File: config.mk
export PLATFORM = sky130hd
export DESIGN_NAME = csc_front
export DESIGN_NICKNAME = d
export VERILOG_FILES = /design/src/rtl/core/csc_pkg.sv /design/src/rtl/core/csc_front.sv
export SDC_FILE = /design/constraint.sdc
export NUM_CORES = 2
export LEC_CHECK = 0
export ABC_AREA = 1
export BUFFER_PORTS_ARGS = -buffer_cell sky130_fd_sc_hd__buf_2
export CAP_MARGIN = 5
export CORE_AREA = 2 2 415 417
export CTS_CLUSTER_SIZE = 40
export DETAILED_ROUTE_END_ITERATION = 8
export DIE_AREA = 0 0 417 419
export PLACE_DENSITY = 0.77
export SLEW_MARGIN = 5
export SYNTH_ARGS = -nofsm -noshare
export SYNTH_HDL_FRONTEND = slang
export SYNTH_SLANG_ARGS = --single-unit
File: constraint.sdc
create_clock -name clock -period 13.63 [get_ports clock]
set_input_delay 0.6815 -clock clock [delete_from_list [all_inputs] [get_ports clock]]
set_output_delay 0.6815 -clock clock [all_outputs]
set_load 0.005 [all_outputs]
File: src/rtl/core/csc_pkg.sv
`default_nettype none

package csc_pkg;

   localparam int COORD_WIDTH   = 24;
   localparam int ANGLE_WIDTH   = 24;
   localparam int CORDIC_STAGES = 24;

   localparam int PRESCALE = 24;
   localparam int DW       = COORD_WIDTH + PRESCALE + 4;
   localparam int ACW      = 34;
   localparam int ANG_SH   = 32 - ANGLE_WIDTH;
   localparam int SQW      = 2 * COORD_WIDTH + 1;
   localparam int KPW      = COORD_WIDTH + 32;
   localparam int PW       = COORD_WIDTH + 33;
   localparam int RSW      = PW - 30;
   localparam int QW       = RSW + 32;
   localparam int OW       = COORD_WIDTH + 1;
   localparam int TAB_LEN  = 32;

   localparam logic [31:0] ATAN_TAB [TAB_LEN] = '{
      32'h20000000, 32'h12E4051E, 32'h09FB385B, 32'h051111D4, 32'h028B0D43, 32'h0145D7E1,
      32'h00A2F61E, 32'h00517C55, 32'h0028BE53, 32'h00145F2F, 32'h000A2F98, 32'h000517CC,
      32'h00028BE6, 32'h000145F3, 32'h0000A2FA, 32'h0000517D, 32'h000028BE, 32'h0000145F,
      32'h00000A30, 32'h00000518, 32'h0000028C, 32'h00000146, 32'h000000A3, 32'h00000051,
      32'h00000029, 32'h00000014, 32'h0000000A, 32'h00000005, 32'h00000003, 32'h00000001,
      32'h00000001, 32'h00000000
   };

   function automatic longint unsigned isqrt64(input longint unsigned v);
      longint unsigned r, b, w;
      w = v;
      r = 64'd0;
      b = 64'd1 << 62;
      while (b > w) b = b >> 2;
      while (b != 64'd0) begin
         if (w >= r + b) begin
            w = w - (r + b);
            r = (r >> 1) + b;
         end else begin
            r = r >> 1;
         end
         b = b >> 2;
      end
      return r;
   endfunction

   function automatic longint unsigned gain_q30();
      longint unsigned p;
      p = 64'd1 << 60;
      for (int i = 0; i < CORDIC_STAGES && i < TAB_LEN; i++) p = p + (p >> (2 * i));
      return isqrt64(p);
   endfunction

   localparam longint unsigned GAIN = gain_q30();
   localparam longint unsigned X0_U = ((64'd1 << 60) + GAIN / 2) / GAIN;
   localparam logic signed [31:0]     GAIN_S  = 32'(GAIN);
   localparam logic signed [DW-1:0]   X0      = DW'(X0_U);
   localparam logic signed [ACW-1:0]  HALF_PI = ACW'(64'd1 << 30);
   localparam logic signed [ACW-1:0]  PI      = ACW'(64'd1 << 31);
   localparam logic signed [ACW-1:0]  PHI_MAX = ACW'(64'd1 << (ANGLE_WIDTH - 1));

   typedef struct packed {
      logic signed [DW-1:0]  x;
      logic signed [DW-1:0]  y;
      logic signed [ACW-1:0] a;
   } lane_type;

   typedef struct packed {
      logic                     kind;
      logic                     degen;
      logic                     xyzero;
      lane_type                 la;
      lane_type                 lb;
      logic [2*COORD_WIDTH-1:0] sq1;
      logic [2*COORD_WIDTH-1:0] sq2;
      logic [2*COORD_WIDTH-1:0] sq3;
      logic [SQW-1:0]           sq_v;
      logic [SQW-1:0]           sq_r;
      logic signed [DW-1:0]     kz;
      logic [COORD_WIDTH-1:0]   rho;
      logic signed [PW-1:0]     prs;
      logic signed [PW-1:0]     pz;
      logic signed [QW-1:0]     px;
      logic signed [QW-1:0]     py;
      logic signed [OW-1:0]     ox;
      logic signed [OW-1:0]     oy;
      logic signed [OW-1:0]     oz;
   } item_type;

   function automatic lane_type cordic_iter(input lane_type l, input logic vec, input int i);
      logic signed [DW-1:0]  x, y, dx, dy;
      logic signed [ACW-1:0] a, t;
      logic                  up;
      lane_type              r;
      x  = l.x;
      y  = l.y;
      a  = l.a;
      dx = y >>> i;
      dy = x >>> i;
      t  = ACW'(ATAN_TAB[i[4:0]]);
      up = vec ? ~y[DW-1] : a[ACW-1];
      if (up) begin
         r.x = x + dx;
         r.y = y - dy;
         r.a = a + t;
      end else begin
         r.x = x - dx;
         r.y = y + dy;
         r.a = a - t;
      end
      return r;
   endfunction

   function automatic lane_type vec_fold(input logic signed [DW-1:0] x,
                                         input logic signed [DW-1:0] y);
      lane_type r;
      if (x < 0) begin
         if (y >= 0) begin
            r.x = y;
            r.y = -x;
            r.a = HALF_PI;
         end else begin
            r.x = -y;
            r.y = x;
            r.a = -HALF_PI;
         end
      end else begin
         r.x = x;
         r.y = y;
         r.a = '0;
      end
      return r;
   endfunction

   function automatic lane_type rot_init(input logic [ANGLE_WIDTH-1:0] v);
      logic [31:0]           u;
      logic signed [ACW-1:0] a;
      lane_type              r;
      u   = 32'(v) << ANG_SH;
      a   = ACW'(signed'(u));
      r.y = '0;
      if (a > HALF_PI) begin
         r.a = a - PI;
         r.x = -X0;
      end else if (a < -HALF_PI) begin
         r.a = a + PI;
         r.x = -X0;
      end else begin
         r.a = a;
         r.x = X0;
      end
      return r;
   endfunction

   function automatic item_type sqrt_step(input item_type s, input int j);
      logic [SQW-1:0] b, t;
      item_type       r;
      r = s;
      b = SQW'(1) << (2 * (COORD_WIDTH - 1 - j));
      t = s.sq_r + b;
      if (s.sq_v >= t) begin
         r.sq_v = s.sq_v - t;
         r.sq_r = (s.sq_r >> 1) + b;
      end else begin
         r.sq_r = s.sq_r >> 1;
      end
      return r;
   endfunction

   function automatic longint rnd30(input longint v);
      longint t;
      t = v + (64'sd1 <<< 29);
      return t >>> 30;
   endfunction

   function automatic logic signed [OW-1:0] sat_c(input longint v);
      longint hi, lo;
      hi = (64'sd1 <<< COORD_WIDTH) - 64'sd1;
      lo = -hi - 64'sd1;
      if (v > hi) return OW'(hi);
      if (v < lo) return OW'(lo);
      return OW'(v);
   endfunction

   function automatic logic signed [ACW-1:0] angle_round(input logic signed [ACW-1:0] a);
      logic signed [ACW-1:0] t;
      if (ANG_SH == 0) return a;
      t = a + (ACW'(1) <<< (ANG_SH - 1));
      return t >>> ANG_SH;
   endfunction

endpackage

`default_nettype wire

File: src/rtl/core/csc_front.sv
`default_nettype none

module csc_front (
   input  logic                                     clock,
   input  logic                                     reset,
   input  logic                                     en,
   input  logic                                     in_valid,
   input  logic                                     kind,
   input  logic signed [csc_pkg::COORD_WIDTH-1:0]   in_x,
   input  logic signed [csc_pkg::COORD_WIDTH-1:0]   in_y,
   input  logic signed [csc_pkg::COORD_WIDTH-1:0]   in_z,
   input  logic        [csc_pkg::COORD_WIDTH-1:0]   in_rho,
   input  logic signed [csc_pkg::ANGLE_WIDTH-1:0]   in_theta,
   input  logic        [csc_pkg::ANGLE_WIDTH-1:0]   in_phi,
   output logic                                     out_valid,
   output csc_pkg::item_type                        out_item
);
   import csc_pkg::*;

   item_type                     p1_in, p1_ff, p2_in, p2_ff;
   logic                         v1_ff, v2_ff;
   logic signed [COORD_WIDTH:0]  xs, ys, zs;
   logic [COORD_WIDTH-1:0]       xa, ya, za;
   logic signed [KPW-1:0]        zk;

   always_comb begin
      xs = (COORD_WIDTH+1)'(in_x);
      ys = (COORD_WIDTH+1)'(in_y);
      zs = (COORD_WIDTH+1)'(in_z);
      xa = COORD_WIDTH'(xs < 0 ? -xs : xs);
      ya = COORD_WIDTH'(ys < 0 ? -ys : ys);
      za = COORD_WIDTH'(zs < 0 ? -zs : zs);
      zk = KPW'(in_z) * KPW'(GAIN_S);
      p1_in        = '0;
      p1_in.kind   = kind;
      p1_in.degen  = (in_x == '0) && (in_y == '0) && (in_z == '0);
      p1_in.xyzero = (in_x == '0) && (in_y == '0);
      if (!kind) begin
         p1_in.la = vec_fold(DW'(in_x) <<< PRESCALE, DW'(in_y) <<< PRESCALE);
      end else begin
         p1_in.la = rot_init(in_theta);
      end
      p1_in.lb  = rot_init(in_phi);
      p1_in.sq1 = (2*COORD_WIDTH)'(xa) * (2*COORD_WIDTH)'(xa);
      p1_in.sq2 = (2*COORD_WIDTH)'(ya) * (2*COORD_WIDTH)'(ya);
      p1_in.sq3 = (2*COORD_WIDTH)'(za) * (2*COORD_WIDTH)'(za);
      p1_in.kz  = DW'(zk >>> (30 - PRESCALE));
      p1_in.rho = in_rho;
   end

   always_comb begin
      p2_in      = p1_ff;
      p2_in.sq_v = SQW'(p1_ff.sq1) + SQW'(p1_ff.sq2) + SQW'(p1_ff.sq3);
      p2_in.sq_r = '0;
   end

   always_ff @(posedge clock) begin
      if (reset) begin
         v1_ff <= 1'b0;
         v2_ff <= 1'b0;
      end else if (en) begin
         v1_ff <= in_valid;
         v2_ff <= v1_ff;
      end
   end

   always_ff @(posedge clock) begin
      if (en) begin
         p1_ff <= p1_in;
         p2_ff <= p2_in;
      end
   end

   assign out_valid = v2_ff;
   assign out_item  = p2_ff;

endmodule

`default_nettype wire

Word level (Yosys, flattened, before mapping)
Cells that the tools add are included.
{"block": "totals", "mem_bits_rw": 0, "elab_cells": 75, "register_bits": 941, "mem_count": 0, "latch_bits": 0, "romBits": 0, "inputBits": 149, "out_inout_bits": 905}
{"block": "classes", "n_bitwise": 2, "n_eq_ne": 0, "mul": 4, "n_div": 0, "muxes": 13, "n_lt_le_gt_ge": 9, "addsub": 11, "shift": 0, "reduce_logical": 6}
{"op": "$mux W138", "n": 3}
{"op": "$mux W52", "n": 3}
{"op": "$mul A24 B24 Y48", "n": 3}
{"op": "$mux W34", "n": 4}
{"op": "$neg A48 Y52", "n": 2}
{"op": "$logic_not A24 Y1", "n": 3}
{"op": "$lt A24 B1 Y1 const B", "n": 3}
{"op": "$mux W24", "n": 3}
{"op": "$neg A24 Y24", "n": 3}
{"op": "$add A32 B33 Y34 const B", "n": 2}
{"op": "$sub A32 B33 Y34 const B", "n": 2}
{"op": "$gt A32 B32 Y1 const B", "n": 2}
{"op": "$lt A32 B31 Y1 const B", "n": 2}
{"op": "$mul A24 B32 Y56 const B", "n": 1}
{"op": "$add A48 B48 Y49", "n": 1}
{"op": "$add A49 B48 Y49", "n": 1}
{"op": "$ge A48 B1 Y1 const B", "n": 1}
{"op": "$lt A48 B1 Y1 const B", "n": 1}
{"op": "$reduce_or A3 Y1", "n": 1}
{"op": "$logic_and A1 B1 Y1", "n": 2}
{"op": "$not A1 Y1", "n": 2}

Depth between registers and ports, before layout
{"block": "logic_depth", "word_depth": 4, "depth_mapped": 41, "ltp_nobuf": 39}

Worst setup path before layout
OpenSTA, ideal clock, no wires.
{"block": "synth_path", "path_kind": "input port to flip-flop", "startpoint": "input port in_z[0] (netlist name)", "endpoint": "register p1_ff[528] (netlist name) (data pin)", "slack_ps": 5576, "path_buffers": 3, "t_required_ps": 13378, "arrival_time_ps": 7802, "setup_time_ps": 252, "stages": 37, "path_cell_list": "inv_1 -> clkbuf_1 -> clkbuf_1 -> ha_1 -> nand2_2 -> nor2_4 -> nand2_1 -> nor2_2 -> nand3_1 -> nand2_1 -> xor2_2 -> buf_4 -> nand2_1 -> fa_1 -> inv_1 -> fa_1 -> fa_1 -> inv_1 -> fa_1 -> inv_1 -> fa_1 -> inv_1 -> fa_1 -> inv_1 -> fa_1 -> ha_1 -> nand2_1 -> nor2_1 -> inv_1 -> nor2_1 -> nand2_1 -> nor2_1 -> nand2_1 -> nand3_1 -> inv_1 -> nand2_1 -> nand2_1"}
{"item": "start: declaration", "line": "csc_front.sv:11", "rtl": "input logic signed [csc_pkg::COORD_WIDTH-1:0] in_z,"}
{"item": "end signal: assignment", "line": "csc_front.sv:69", "rtl": "p1_ff <= p1_in;"}
{"item": "end: declaration", "line": "csc_front.sv:20", "rtl": "item_type p1_in, p1_ff, p2_in, p2_ff;"}

==> flow_metrics.py <==
metrics = {
    "synthesis": {
        "ys_async_sr_fraction": 0,
        "ys_ff_latch": 709,
        "synth_area_leader_cell": "fa_1",
        "syn_inst": 10400,
        "synth_edf_count": 707,
        "synth-seq-area-share": 0.222,
        "yosysMostFrequentCell": "inv_1",
        "synth_common_cells": "inv_1 (2550), nand2_1 (1646), fa_1 (1533), nor2_1 (998), ha_1 (876)",
        "syn_area_per_cell_um2": 9.17,
        "yosysWarnings": 0,
        "synth_top_area_frac": 0.321,
        "synth_area_leaders": "fa_1 (32%), edfxtp_1 (22%), ha_1 (11%)",
        "syn_area_mm2": 0.0956,
        "synthDistinctLibCells": 56,
        "ys.flop_type": "edfxtp_1",
    },
    "global_route": {
        "antenna_found_initial": 19,
        "grtUsageTotal": 0.347,
        "grt_start_max_net_pins": 135,
        "grt_overflow": 0,
        "grt_pass1_vias": 73900,
        "grt_pass1_wl_mm": 448,
    },
    "critical_path": {
        "worst-path-max-fanout": 54,
        "worst_ep_required_time_ns": 14.11,
        "arrival_ns": 9.55,
        "end_kind": "flip-flop",
        "critPathKind": "input pin to flip-flop",
        "worstSetupStartpointType": "input pin",
    },
    "floorplanning": {
        "core_mm2": 0.171,
        "die_h_um": 419,
        "die_area_mm2": 0.175,
        "rows": 152,
        "io_pins": 1054,
        "start_util": 0.561,
        "die_w_um": 417,
    },
    "clock_network": {
        "ctsResizeCount": 0,
        "postCtsSetupBuffers": 0,
        "htreeDepth": 3,
        "cts-buffers-inserted": 83,
        "cts_max_path_buffers": 3,
        "cts.clk_slew.worst_paths_ns": 0.07,
        "clock-sinks": 709,
        "cts_tree": "built",
        "cts_hold_buf": 0,
        "cts_root_buf": "clkbuf_16",
        "worstSkewPairLatency_ns": 0.75,
    },
    "place": {
        "gp_congestion": 1.02,
        "dp_cells": 13100,
        "port_buffers": 599,
        "dpl.hpwl_mm": 254,
    },
    "route": {
        "drc": 0,
        "ant_nets": 0,
        "dr_total_vias": 71800,
        "drt_iter0_drc": 6703,
        "first_pass_iters": 7,
        "via_per_inst": 5.41,
        "drt-total-wl_mm": 302,
        "routedWlPerCell_um": 22.8,
    },
    "timing": {
        "fin_crit_ns": 9.07,
        "finalCritPeriodShare": 0.666,
        "rsz0062_at_grt": "false",
        "finalSetupTns_ns": 0,
        "fin_skew_ns": 0.0352,
        "fmax_ghz": 0.110,
        "hold_viol": 0,
        "setup_viol": 0,
        "maxSlewViolCount": 0,
        "maxSlewHeadroom": 0.199,
        "worstMarginPinSlew_ns": 1.20,
    },
    "final_layout": {
        "instances_no_fill": 13300,
        "area_growth_pct": 6.58,
        "fill_cells": 14800,
        "layout-drive-gt1-share": 0.0793,
        "layout.nets": 13500,
    },
    "hold_path": {
        "hp-class": "input pin to flip-flop",
    },
    "job": {
        "cap_violations": 0,
    },
    "outcome": {
        "status": "finished clean",
    },
}
layout by cell type (no fill, tap or decap), drive strengths merged, types with 268 or more instances in the layout:
cell,count
inv,2583
nand2,1656
fa,1533
nor2,1021
ha,876
edfxtp,707
buf,658
conb,459
a21oi,371
nand3,268
final timing paths:
path | start | endpoint | slack, ns | cells after the start
worst max-delay path | in_y[23] | p1_ff[573] | 4.56 | 28
worst max register to register | p1_ff[483] | out_item[461] | 9.18 | 16
worst min register to register | p1_ff[848] | out_item[848] | 0.41 | 0
worst min-delay path | reset | v1_ff | 0.11 | 2
flip-flops by register name, indices dropped and copies added, names as in the netlist:
name / count
out_valid: 1
out_item: 378
p1_ff: 329
v1_ff: 1
final cells by class:
class | instances | area, µm² | share of cell area
flip-flops and latches | 709 | 21300 | 0.209
repair buffers | 658 | 3460 | 0.0340
clock buffers | 93 | 2140 | 0.0210
multi-input cells | 6912 | 61700 | 0.605
well taps | 2233 | 2790 | 0.0274
inverters | 2595 | 9750 | 0.0956
diodes | 17 | 42.5 | 0.000417
clock inverters | 59 | 759 | 0.00745
kinds of logic after synthesis:
group,count (synthesis),synth area share
other,2,0.0000785
adder cells (fa/ha/maj),2409,0.436
XOR/XNOR,183,0.0168
AND/OR/NAND/NOR,3134,0.133
buffers and inverters,3263,0.150
flip-flops,709,0.222
AO/OA/AOI/OAI,727,0.0419
critical path: stages:
cell      delay (ns)
buf_2           0.10
buf_4           0.27
inv_2           0.77
nand2_1         0.10
nand2_1         0.84
clkinv_1        0.93
nand2_1         0.36
fa_1            0.43
inv_1           0.08
fa_1            0.43
fa_1            0.55
inv_1           0.05
fa_1            0.51
fa_1            0.55
inv_1           0.05
fa_1            0.48
inv_1           0.05
fa_1            0.47
inv_1           0.04
ha_1            0.35
nand2_1         0.12
nor2_1          0.21
a21boi_0        0.28
o21bai_1        0.10
nand3_1         0.30
nand2_1         0.16
nand3_1         0.12
nand2_1         0.09
per-layer routing:
metal	GRT usage	vias up	part of all wire
li1	-	31800	-
met1	0.454	35300	0.38
met2	0.531	3806	0.44
met3	0.0604	854	0.091
met4	0.238	6	0.081
met5	0	-	0.00011
through the flow:
stage                util  area [µm²]  hold WS (ns)  worst slack (ns)
floorplan               -       97300         0.400              5.58
finish              0.597      102000         0.113              4.56
detailed placement  0.580       99000         0.405              4.06
global placement    0.580       99000         0.400              4.05
global route        0.597      102000         0.111              4.18
CTS                 0.597      102000        0.0702              4.83
Power is left out: the tool's default activity adds up to more than one toggle a clock period on the data nets, which glitch-free logic cannot reach.
